==> src/atsp_pkg.sv <==
// Package of the tile size planner: field widths, register indexes and the
// request and response types of the shared divider. No dependencies.
`timescale 1ns / 1ps

package atsp_pkg;

  localparam int unsigned ExtW    = 13;
  localparam int unsigned TileW   = 9;
  localparam int unsigned SmallW  = 4;
  localparam int unsigned CluW    = 5;
  localparam int unsigned MaskW   = 16;
  localparam int unsigned KibW    = 13;
  localparam int unsigned CapW    = 23;

  localparam int unsigned MulAW   = 24;
  localparam int unsigned MulBW   = 18;
  localparam int unsigned ProdW   = MulAW + MulBW;

  localparam int unsigned DivW     = ExtW + 1;
  localparam int unsigned DivSteps = DivW;
  localparam int unsigned DivCntW  = $clog2(DivSteps);

  localparam int unsigned InDataW  = 80;
  localparam int unsigned OutDataW = 104;

  localparam logic [1:0] REG_PE_ROWS  = 2'd0;
  localparam logic [1:0] REG_PE_COLS  = 2'd1;
  localparam logic [1:0] REG_SCRATCH  = 2'd2;
  localparam logic [1:0] REG_CLUSTERS = 2'd3;

  localparam logic [TileW-1:0] PE_ROWS_RST  = 9'd16;
  localparam logic [TileW-1:0] PE_COLS_RST  = 9'd16;
  localparam logic [KibW-1:0]  SCRATCH_RST  = 13'd256;
  localparam logic [CluW-1:0]  CLUSTERS_RST = 5'd4;

  typedef struct packed {
    logic            start;
    logic [DivW-1:0] numer;
    logic [ExtW-1:0] denom;
  } div_req_t;

  typedef struct packed {
    logic            done;
    logic [DivW-1:0] quot;
  } div_rsp_t;

endpackage

==> src/atsp_mul.sv <==
// Shared multiplier of the tile size planner with a registered product.
// Depends on atsp_pkg for the operand widths.
`timescale 1ns / 1ps

module atsp_mul import atsp_pkg::*; (
  input  logic             clk_i,
  input  logic [MulAW-1:0] a_i,
  input  logic [MulBW-1:0] b_i,
  output logic [ProdW-1:0] prod_o
);

  logic [ProdW-1:0] prod_q;

  always_ff @(posedge clk_i) begin
    prod_q <= ProdW'(a_i) * ProdW'(b_i);
  end

  assign prod_o = prod_q;

endmodule

==> src/atsp_div.sv <==
// Restoring divider of the tile size planner, one quotient bit per cycle.
// Depends on atsp_pkg for the request and response types.
`timescale 1ns / 1ps

module atsp_div import atsp_pkg::*; (
  input  logic     clk_i,
  input  logic     rst_ni,
  input  div_req_t req_i,
  output div_rsp_t rsp_o
);

  logic [DivW-1:0]    num_q;
  logic [DivW-1:0]    rem_q;
  logic [ExtW-1:0]    den_q;
  logic [DivCntW-1:0] cnt_q;
  logic               run_q;
  logic               done_q;
  logic [DivW-1:0]    trial;
  logic               take;

  assign trial = {rem_q[DivW-2:0], num_q[DivW-1]};
  assign take  = trial >= {1'b0, den_q};

  always_ff @(posedge clk_i or negedge rst_ni) begin
    if (!rst_ni) begin
      run_q  <= 1'b0;
      done_q <= 1'b0;
      cnt_q  <= '0;
    end else if (req_i.start) begin
      run_q  <= 1'b1;
      done_q <= 1'b0;
      cnt_q  <= '0;
    end else if (run_q) begin
      if (cnt_q == DivCntW'(DivSteps - 1)) begin
        run_q  <= 1'b0;
        done_q <= 1'b1;
      end else begin
        cnt_q <= cnt_q + 1'b1;
      end
    end else begin
      done_q <= 1'b0;
    end
  end

  always_ff @(posedge clk_i) begin
    if (req_i.start) begin
      num_q <= req_i.numer;
      rem_q <= '0;
      den_q <= req_i.denom;
    end else if (run_q) begin
      rem_q <= take ? (trial - {1'b0, den_q}) : trial;
      num_q <= {num_q[DivW-2:0], take};
    end
  end

  assign rsp_o.done = done_q;
  assign rsp_o.quot = num_q;

endmodule

==> src/accel_tile_size_planner_top.sv <==
// Top level of the tile size planner: register port, sequencer and payload.
// Depends on atsp_pkg, atsp_mul and atsp_div.
//
//  channel   direction  handshake                    payload
//  s_axis    in         s_axis_tvalid/s_axis_tready  layer description
//  m_axis    out        m_axis_tvalid/m_axis_tready  tile plan
//  apb       in         psel/penable, pready high    four planning registers
//
// A layer runs from acceptance to a valid plan through 6 setup passes, 13
// search steps of 4 passes each through the shared multiplier, and three
// ceiling divisions in the one-bit-per-cycle divider.
// The input is ready only while the sequencer is idle; a finished plan waits
// in the output register, and the next layer can be taken meanwhile.
// Reset is asynchronous and active low and restores the register defaults.
`timescale 1ns / 1ps

module accel_tile_size_planner_top import atsp_pkg::*; (
  input  logic                clk_i,
  input  logic                rst_ni,
  input  logic                s_axis_tvalid,
  output logic                s_axis_tready,
  // rows_extent, cols_extent, search_extent, out_width, in_width,
  // kernel_height, kernel_width, stride_height, zero fill
  input  logic [InDataW-1:0]  s_axis_tdata,
  // func, is_int8
  input  logic [1:0]          s_axis_tuser,
  output logic                m_axis_tvalid,
  input  logic                m_axis_tready,
  // tile_rows, tile_cols, tile_search, tile_width, extent_first,
  // extent_second, extent_third, clusters_used, cluster_bits
  output logic [OutDataW-1:0] m_axis_tdata,
  input  logic                psel,
  input  logic                penable,
  input  logic                pwrite,
  input  logic [3:0]          paddr,
  input  logic [31:0]         pwdata,
  output logic [31:0]         prdata,
  output logic                pready
);

  localparam logic [2:0] ST_IDLE  = 3'd0;
  localparam logic [2:0] ST_SETUP = 3'd1;
  localparam logic [2:0] ST_SRCH  = 3'd2;
  localparam logic [2:0] ST_DIVS  = 3'd3;
  localparam logic [2:0] ST_DIVW  = 3'd4;
  localparam logic [2:0] ST_FIN   = 3'd5;

  localparam logic [2:0] SETUP_LAST = 3'd5;
  localparam logic [1:0] PH_LAST    = 2'd3;
  localparam logic [3:0] BIT_TOP    = 4'(ExtW - 1);
  localparam logic [1:0] DIV_ROWS   = 2'd0;
  localparam logic [1:0] DIV_COLS   = 2'd1;
  localparam logic [1:0] DIV_SRCH   = 2'd2;

  logic [TileW-1:0] pe_rows_q, pe_cols_q;
  logic [KibW-1:0]  scratch_q;
  logic [CluW-1:0]  clusters_q;

  logic [2:0] state_q, state_d;
  logic [2:0] step_q, step_d;
  logic [1:0] phase_q, phase_d;
  logic [3:0] bit_q, bit_d;
  logic [1:0] div_idx_q, div_idx_d;
  logic       out_valid_q, out_valid_d;

  logic                gemm_q, int8_q;
  logic [ExtW-1:0]     rx_q, cx_q, sx_q, ow_q, iw_q;
  logic [SmallW-1:0]   kh_q, kw_q, sh_q;
  logic [TileW-1:0]    tr_q, tc_q;
  logic [22:0]         p_q, q_q;
  logic [17:0]         trtc_q;
  logic [26:0]         fixed_q;
  logic [ProdW-1:0]    acc_q;
  logic [ExtW-1:0]     res_q;
  logic [ExtW-1:0]     qr_q, qc_q, qs_q;
  logic [OutDataW-1:0] out_data_q;

  logic             s_accept, cfg_wr, load_out;
  logic [MulAW-1:0] mul_a;
  logic [MulBW-1:0] mul_b;
  logic [ProdW-1:0] prod;
  logic [ExtW-1:0]  cand, ts;
  logic [17:0]      rows, inrows;
  logic [ProdW-1:0] total;
  logic [CapW-1:0]  cap;
  logic             fits;
  div_req_t         div_req;
  div_rsp_t         div_rsp;
  logic [ExtW-1:0]  div_a, div_d, div_q;
  logic [ExtW-1:0]  e1, e2, e3, e_clu;
  logic [CluW-1:0]  cu;
  logic [MaskW-1:0] mask;

  assign pready   = 1'b1;
  assign cfg_wr   = psel && penable && pwrite;
  assign s_axis_tready = (state_q == ST_IDLE);
  assign s_accept = s_axis_tvalid && s_axis_tready;

  always_ff @(posedge clk_i or negedge rst_ni) begin
    if (!rst_ni) begin
      pe_rows_q  <= PE_ROWS_RST;
      pe_cols_q  <= PE_COLS_RST;
      scratch_q  <= SCRATCH_RST;
      clusters_q <= CLUSTERS_RST;
    end else if (cfg_wr) begin
      case (paddr[3:2])
        REG_PE_ROWS:  pe_rows_q  <= pwdata[TileW-1:0];
        REG_PE_COLS:  pe_cols_q  <= pwdata[TileW-1:0];
        REG_SCRATCH:  scratch_q  <= pwdata[KibW-1:0];
        REG_CLUSTERS: clusters_q <= pwdata[CluW-1:0];
        default: ;
      endcase
    end
  end

  always_comb begin
    case (paddr[3:2])
      REG_PE_ROWS:  prdata = 32'(pe_rows_q);
      REG_PE_COLS:  prdata = 32'(pe_cols_q);
      REG_SCRATCH:  prdata = 32'(scratch_q);
      REG_CLUSTERS: prdata = 32'(clusters_q);
      default:      prdata = '0;
    endcase
  end

  assign cand   = res_q | (ExtW'(1) << bit_q);
  assign rows   = 18'(prod[16:0]) + 18'(kh_q);
  assign inrows = (rows == '0) ? '0 : rows - 18'd1;
  assign total  = acc_q + prod;
  assign cap    = {scratch_q, 10'd0};
  assign fits   = (cand <= sx_q) && (total <= ProdW'(cap));
  assign ts     = (res_q == '0) ? ExtW'(1) : res_q;

  always_comb begin
    mul_a = '0;
    mul_b = '0;
    case (state_q)
      ST_SETUP: begin
        case (step_q)
          3'd0: begin
            mul_a = MulAW'(iw_q);
            mul_b = MulBW'(tc_q);
          end
          3'd1: begin
            mul_a = MulAW'(ow_q);
            mul_b = MulBW'(tr_q);
          end
          3'd2: begin
            mul_a = MulAW'(tr_q);
            mul_b = MulBW'(tc_q);
          end
          3'd3: begin
            mul_a = prod[MulAW-1:0];
            mul_b = MulBW'(kh_q);
          end
          3'd4: begin
            mul_a = prod[MulAW-1:0];
            mul_b = MulBW'(kw_q);
          end
          default: ;
        endcase
      end
      ST_SRCH: begin
        case (phase_q)
          2'd0: begin
            mul_a = MulAW'(cand);
            mul_b = MulBW'(sh_q);
          end
          2'd1: begin
            mul_a = MulAW'(p_q);
            mul_b = inrows;
          end
          2'd2: begin
            mul_a = MulAW'(q_q);
            mul_b = MulBW'(cand);
          end
          default: ;
        endcase
      end
      default: ;
    endcase
  end

  atsp_mul u_mul (
    .clk_i  (clk_i),
    .a_i    (mul_a),
    .b_i    (mul_b),
    .prod_o (prod)
  );

  always_comb begin
    case (div_idx_q)
      DIV_ROWS: begin
        div_a = rx_q;
        div_d = ExtW'(tr_q);
      end
      DIV_COLS: begin
        div_a = cx_q;
        div_d = ExtW'(tc_q);
      end
      default: begin
        div_a = sx_q;
        div_d = ts;
      end
    endcase
  end

  assign div_req.start = (state_q == ST_DIVS);
  assign div_req.numer = DivW'(div_a) + DivW'(div_d) - DivW'(1);
  assign div_req.denom = div_d;
  assign div_q = (div_d == '0) ? '0 : div_rsp.quot[ExtW-1:0];

  atsp_div u_div (
    .clk_i  (clk_i),
    .rst_ni (rst_ni),
    .req_i  (div_req),
    .rsp_o  (div_rsp)
  );

  always_comb begin
    state_d     = state_q;
    step_d      = step_q;
    phase_d     = phase_q;
    bit_d       = bit_q;
    div_idx_d   = div_idx_q;
    out_valid_d = out_valid_q && !m_axis_tready;
    load_out    = 1'b0;
    case (state_q)
      ST_IDLE: begin
        if (s_accept) begin
          state_d = ST_SETUP;
          step_d  = '0;
        end
      end
      ST_SETUP: begin
        if (step_q == SETUP_LAST) begin
          state_d = ST_SRCH;
          phase_d = '0;
          bit_d   = BIT_TOP;
        end else begin
          step_d = step_q + 3'd1;
        end
      end
      ST_SRCH: begin
        phase_d = phase_q + 2'd1;
        if (phase_q == PH_LAST) begin
          if (bit_q == '0) begin
            state_d   = ST_DIVS;
            div_idx_d = DIV_ROWS;
          end else begin
            bit_d = bit_q - 4'd1;
          end
        end
      end
      ST_DIVS: begin
        state_d = ST_DIVW;
      end
      ST_DIVW: begin
        if (div_rsp.done) begin
          if (div_idx_q == DIV_SRCH) begin
            state_d = ST_FIN;
          end else begin
            div_idx_d = div_idx_q + 2'd1;
            state_d   = ST_DIVS;
          end
        end
      end
      ST_FIN: begin
        if (!out_valid_q || m_axis_tready) begin
          load_out    = 1'b1;
          out_valid_d = 1'b1;
          state_d     = ST_IDLE;
        end
      end
      default: begin
        state_d = ST_IDLE;
      end
    endcase
  end

  always_ff @(posedge clk_i or negedge rst_ni) begin
    if (!rst_ni) begin
      state_q     <= ST_IDLE;
      step_q      <= '0;
      phase_q     <= '0;
      bit_q       <= '0;
      div_idx_q   <= '0;
      out_valid_q <= 1'b0;
    end else begin
      state_q     <= state_d;
      step_q      <= step_d;
      phase_q     <= phase_d;
      bit_q       <= bit_d;
      div_idx_q   <= div_idx_d;
      out_valid_q <= out_valid_d;
    end
  end

  assign e1    = gemm_q ? qr_q : qs_q;
  assign e2    = gemm_q ? qc_q : qr_q;
  assign e3    = gemm_q ? qs_q : qc_q;
  assign e_clu = gemm_q ? qr_q : qr_q;
  assign cu    = (ExtW'(clusters_q) < e_clu) ? clusters_q : e_clu[CluW-1:0];
  assign mask  = cu[CluW-1] ? '1 : MaskW'((32'd1 << cu[CluW-2:0]) - 32'd1);

  always_ff @(posedge clk_i) begin
    if (s_accept) begin
      gemm_q <= s_axis_tuser[0];
      int8_q <= s_axis_tuser[1];
      rx_q   <= s_axis_tdata[12:0];
      cx_q   <= s_axis_tdata[25:13];
      sx_q   <= s_axis_tdata[38:26];
      ow_q   <= s_axis_tdata[51:39];
      iw_q   <= s_axis_tdata[64:52];
      kh_q   <= s_axis_tdata[68:65];
      kw_q   <= s_axis_tdata[72:69];
      sh_q   <= s_axis_tdata[76:73];
      tr_q   <= (s_axis_tdata[12:0] < ExtW'(pe_rows_q)) ?
                s_axis_tdata[8:0] : pe_rows_q;
      tc_q   <= (s_axis_tdata[25:13] < ExtW'(pe_cols_q)) ?
                s_axis_tdata[21:13] : pe_cols_q;
      res_q  <= '0;
    end
    if (state_q == ST_SETUP) begin
      case (step_q)
        3'd1: p_q <= gemm_q ? '0 :
                     (int8_q ? {1'b0, prod[21:0]} : {prod[21:0], 1'b0});
        3'd2: q_q <= int8_q ? {1'b0, prod[21:0]} : {prod[21:0], 1'b0};
        3'd3: trtc_q <= prod[17:0];
        3'd5: begin
          if (gemm_q) begin
            fixed_q <= int8_q ? 27'({trtc_q, 1'b0}) : 27'({trtc_q, 2'b00});
            q_q     <= int8_q ? 23'(10'(tr_q) + 10'(tc_q)) :
                       23'({10'(tr_q) + 10'(tc_q), 1'b0});
          end else begin
            fixed_q <= int8_q ? {1'b0, prod[25:0]} : {prod[25:0], 1'b0};
          end
        end
        default: ;
      endcase
    end
    if (state_q == ST_SRCH) begin
      if (phase_q == 2'd2) begin
        acc_q <= prod + ProdW'(fixed_q);
      end
      if (phase_q == PH_LAST && fits) begin
        res_q <= cand;
      end
    end
    if (state_q == ST_DIVW && div_rsp.done) begin
      case (div_idx_q)
        DIV_ROWS: qr_q <= div_q;
        DIV_COLS: qc_q <= div_q;
        default:  qs_q <= div_q;
      endcase
    end
    if (load_out) begin
      out_data_q <= {mask, cu, e3, e2, e1, gemm_q ? ExtW'(0) : ow_q, ts, tc_q, tr_q};
    end
  end

  assign m_axis_tvalid = out_valid_q;
  assign m_axis_tdata  = out_data_q;

endmodule

==> config.mk <==
export PLATFORM = sky130hd
export DESIGN_NAME = accel_tile_size_planner_top
export DESIGN_NICKNAME = d
export VERILOG_FILES = /design/src/atsp_pkg.sv /design/src/atsp_mul.sv /design/src/atsp_div.sv /design/src/accel_tile_size_planner_top.sv
export SDC_FILE = /design/constraint.sdc
export NUM_CORES = 2
export LEC_CHECK = 0
export BUFFER_PORTS_ARGS = -buffer_cell sky130_fd_sc_hd__buf_2
export CAP_MARGIN = 10
export CORE_MARGIN = 3
export CORE_UTILIZATION = 45
export CTS_BUF_LIST = sky130_fd_sc_hd__clkbuf_4
export CTS_CLUSTER_SIZE = 30
export DETAILED_ROUTE_END_ITERATION = 7
export SLEW_MARGIN = 20
export SYNTH_ARGS = -nofsm -noshare
export SYNTH_HDL_FRONTEND = slang
export SYNTH_SLANG_ARGS = --single-unit
==> constraint.sdc <==
create_clock -name clk_i -period 10.1 [get_ports clk_i]
set_input_delay 0.505 -clock clk_i [delete_from_list [all_inputs] [get_ports clk_i]]
set_output_delay 0.505 -clock clk_i [all_outputs]
set_load 0.05 [all_outputs]
==> results by group <==
Run status
  – Status: finished, final reports clean

Placement
  – HPWL Detailed: 94.9 mm
  – Input/output buffers: ~220
  – Placer Congestion: 0.907
  – Post-place setup slack: about 310 ps
  – Placed Cells: between 5k and 6k

Pwr
  – Seq pwr share: 0.330
  – Cell area power density: just over 200 mW/mm²
  – Gate power share: 0.469
  – Switch Pwr: about 0.0043 W
  – Switching Share: 0.438
  – P_leak: around 22 nW
  – Internal: 0.00545 W
  – Part of the power in the clock network: 0.201
  – Final Power: roughly 0.0097 W
  – Peak supply drop: roughly 0.15 mV

Timing
  – Final setup fails: 0
  – Tmin final: 9820 ps
  – Fmax: 102 MHz
  – Final Cycle Share: 0.972
  – Fin worst setup slack: approximately 280 ps
  – RSZ-0062 raised after global routing: true
  – Endpoints failing hold: 0
  – Clock Skews: between 100 and 150 ps
  – Fin. max-slew vios: 0
  – Setup_tns: 0 ps
  – Hold Slack: between 200 and 250 ps
  – Worst slew pin tran: 1030 ps
  – Max-slew headroom at the worst pin: 0.310

Routing
  – Post-route ant nets: 0
  – Met3 WL: 7.78 mm
  – Initial DRC Count: 2665
  – Post-route DRC violation count: 0
  – Met2 WL: 58.2 mm
  – Uppermost routed layer: met5
  – Met1 WL: 52.7 mm
  – Detailed Route WL: ~120 mm
  – Detailed Routing Iterations Pass 1: 6
  – Vias: between 30k and 40k
  – Per-cell routed wire length: just over 20 µm
  – Vias per cell: 5.49

Logic synthesis
  – Register area share after synthesis: 0.350
  – Number of flops mapped to enable cells by yosys: 400
  – Mapped cell area: around 0.042 mm²
  – Yosys reg bits: roughly 530
  – Top cells by area, synth: edfxtp_1 (28%), fa_1 (17%), ha_1 (9.0%)
  – Asr flop ratio synth: 0.109
  – Post-synthesis cell type count: between 80 and 90
  – Synth area leader: edfxtp_1
  – Post-synth top area share: 0.284
  – Prevailing post-synth register cell: edfxtp_1
  – Syn. warnings: 0
  – Mapped Cells: 4212
  – Avg Cell Area, Syn: approximately 10 µm²

Setup path
  – Arr. time, crit path: 10650 ps
  – Critical R2R Launch: kh_q[0]
  – R2r endpoint: u_mul.prod_o[41]
  – Data required time at the worst endpoint: approximately 11000 ps
  – CP Max Fanout: 22
  – Setup crit end kind: flop
  – Worst Path Buf+Inv: 7
  – Setup crit start kind: flop
  – Delay-heaviest family, CP: adder cells
  – Most frequent CP cell: fa_1
  – CP max-delay cell: fa_1
  – CP Class: flop to flop
  – Crit path largest cell delay: approximately 570 ps
  – R2r setup slk: roughly 280 ps
  – R2r worst-path depth: 34

Floorplan
  – Initial Utilization: 0.457
  – Top Ports: 264
  – FP Rows: between 100 and 150
  – DIE AREA: about 0.098 mm²
  – Chip Width: 312 µm
  – Core area: between 0.09 and 0.1 mm²
  – Die span in y: roughly 310 µm

Cells and area
  – Non-filler cells, final: 5964
  – Area grow syn2layout: 13.5%
  – Area occupied by multi-input gates: around 0.024 mm²
  – Nets@finish: 5391
  – Reg area: 0.0148 mm²
  – Fillers: approximately 8.5k
  – Layout cells sized above 1: 0.149

Clocking
  – CTS tree: done
  – CTS Buf Count: between 100 and 150
  – H-Tree Depth: 4
  – Clk Latency, worst-skew pair: 1020 ps
  – Clock tree buffer depth: 3
  – CTS clock-pin slew for the worst setup and hold paths: ~70 ps
  – Clock sink count: approximately 530
  – Clock Tree Root: clkbuf_4

Worst hold path
  – Hold path start: penable
  – Hold path cells: 5
  – Hold Crit Class: input pin to flop
  – Hold EP: pe_cols_q[7]

GRT
  – Initial antenna violation count: 4
  – Vias in the first global route: 32.8k
  – GRT overflow: 0
  – Total GRT Usage: 0.252
  – First-pass GRT wire length: between 150 and 200 mm
  – Largest net degree at the start of global routing: between 70 and 80

Flow run
  – Max cap viols: 0
cells by family after synthesis:
kind of cell / Yosys count / synth area share
xor+xnor: 135 / 0.0280
buf+inv: 816 / 0.0747
mux: 150 / 0.0442
simple gates: 1179 / 0.125
fa+ha+maj: 661 / 0.259
compound gates: 744 / 0.119
other cells: 2 / 0.000178
flops: 525 / 0.350
worst max-delay path by stage:
stage / depth (start not counted) / end / slack [ps] / start
after floorplan: 30 / u_mul.prod_o[38] / 1100 / kh_q[0]
after global placement: 31 / u_mul.prod_o[40] / 460 / kh_q[0]
after detailed placement: 31 / u_mul.prod_o[38] / 310 / kh_q[0]
after CTS: 31 / u_mul.prod_o[38] / 200 / kh_q[0]
after global routing: 34 / u_mul.prod_o[41] / -20 / kh_q[0]
final: 34 / u_mul.prod_o[41] / 280 / kh_q[0]
metal layers:
layer,vias to the layer above,track usage
met5,-,0
met4,2,0.0895
met3,220,0.0363
met2,1170,0.417
met1,16185,0.340
li1,15149,-
tightest hold or removal path, delay by kind of cell:
| kind | cells | cell delay [ps] |
|---|---|---|
| buffers and inverters | 2 | 280 |
| AOI/OAI and AO/OA | 1 | 140 |
| and+or+nand+nor | 2 | 230 |
cell usage after synthesis (all sizes together) (71+ instances only):
cell type and count:
a21o 84, a21oi 170, clkbuf 153, edfxtp 400, fa 358, ha 303, inv 609, mux2 71
nand2 477, nor2 339, o21ai 160, xnor2 96
registers in the layout, summed over array words and instances, names as in the netlist, 13 cells and up:
name          flops
qc_q             13
p_q              23
scratch_q        13
ow_q             13
q_q              23
sx_q             13
u_div.rem_q      13
fixed_q          27
iw_q             13
u_div.num_q      14
m_axis_tdata    104
e_clu            13
qs_q             13
rx_q             13
trtc_q           18
u_mul.prod_o     42
u_div.den_q      13
cx_q             13
res_q            13
acc_q            42
through the flow:
step,util,area (µm²)
floorplan,-,42400
global placement,0.488,45100
detailed placement,0.488,45100
CTS,0.518,47900
global route,0.519,48000
finish,0.519,48000
power by group through the flow:
stage | Sequential [W] | Clock, W | Combinational (W)
after floorplan | 0.00333 | 0 | 0.00292
after global placement | 0.00323 | 0 | 0.00441
after detailed placement | 0.00324 | 0 | 0.00445
after CTS | 0.00320 | 0.00201 | 0.00451
after global routing | 0.00323 | 0.00213 | 0.00499
final | 0.00320 | 0.00195 | 0.00455
cell type report:
class,count,area share
well taps,1243,0.0324
multi-input cells,2898,0.511
clock buffers,208,0.0326
inverters,612,0.0480
clock inverters,49,0.00624
flip-flops and latches,525,0.309
diodes,3,0.000157
repair buffers,426,0.0610
cells in the final DEF, fill, tap and decap left out, drive strengths merged, types with 21 or more instances in the layout:
cell / Yosys / final
a21oi: 170 / 170
dfxtp: 68 / 68
o211ai: 22 / 22
inv: 609 / 615
o21ai: 160 / 160
xnor2: 96 / 96
conb: 2 / 29
nand2: 477 / 477
clkinv: 3 / 43
clkbuf: 153 / 210
fa: 358 / 358
dfrtp: 53 / 53
nand3: 61 / 61
nor2: 339 / 339
nand2b: 22 / 22
nor3: 42 / 42
nor4: 21 / 21
dlygate4sd3: 0 / 95
buf: 51 / 329
mux4: 22 / 22
mux2: 71 / 71
nand4: 24 / 24
nor2b: 58 / 58
and3: 31 / 31
ha: 303 / 303
and2: 44 / 44
mux2i: 57 / 57
a22o: 37 / 37
edfxtp: 400 / 400
xor2: 39 / 39
a21o: 84 / 84
o21a: 32 / 32
timing repair:
action	in CTS	in global routing
gates resized for setup	0	10
setup endpoints to repair	0	7
hold buffers	95	0
endpoints found under the hold margin	188	0
setup buffers	0	3
(Power assumes the default switching activity.)
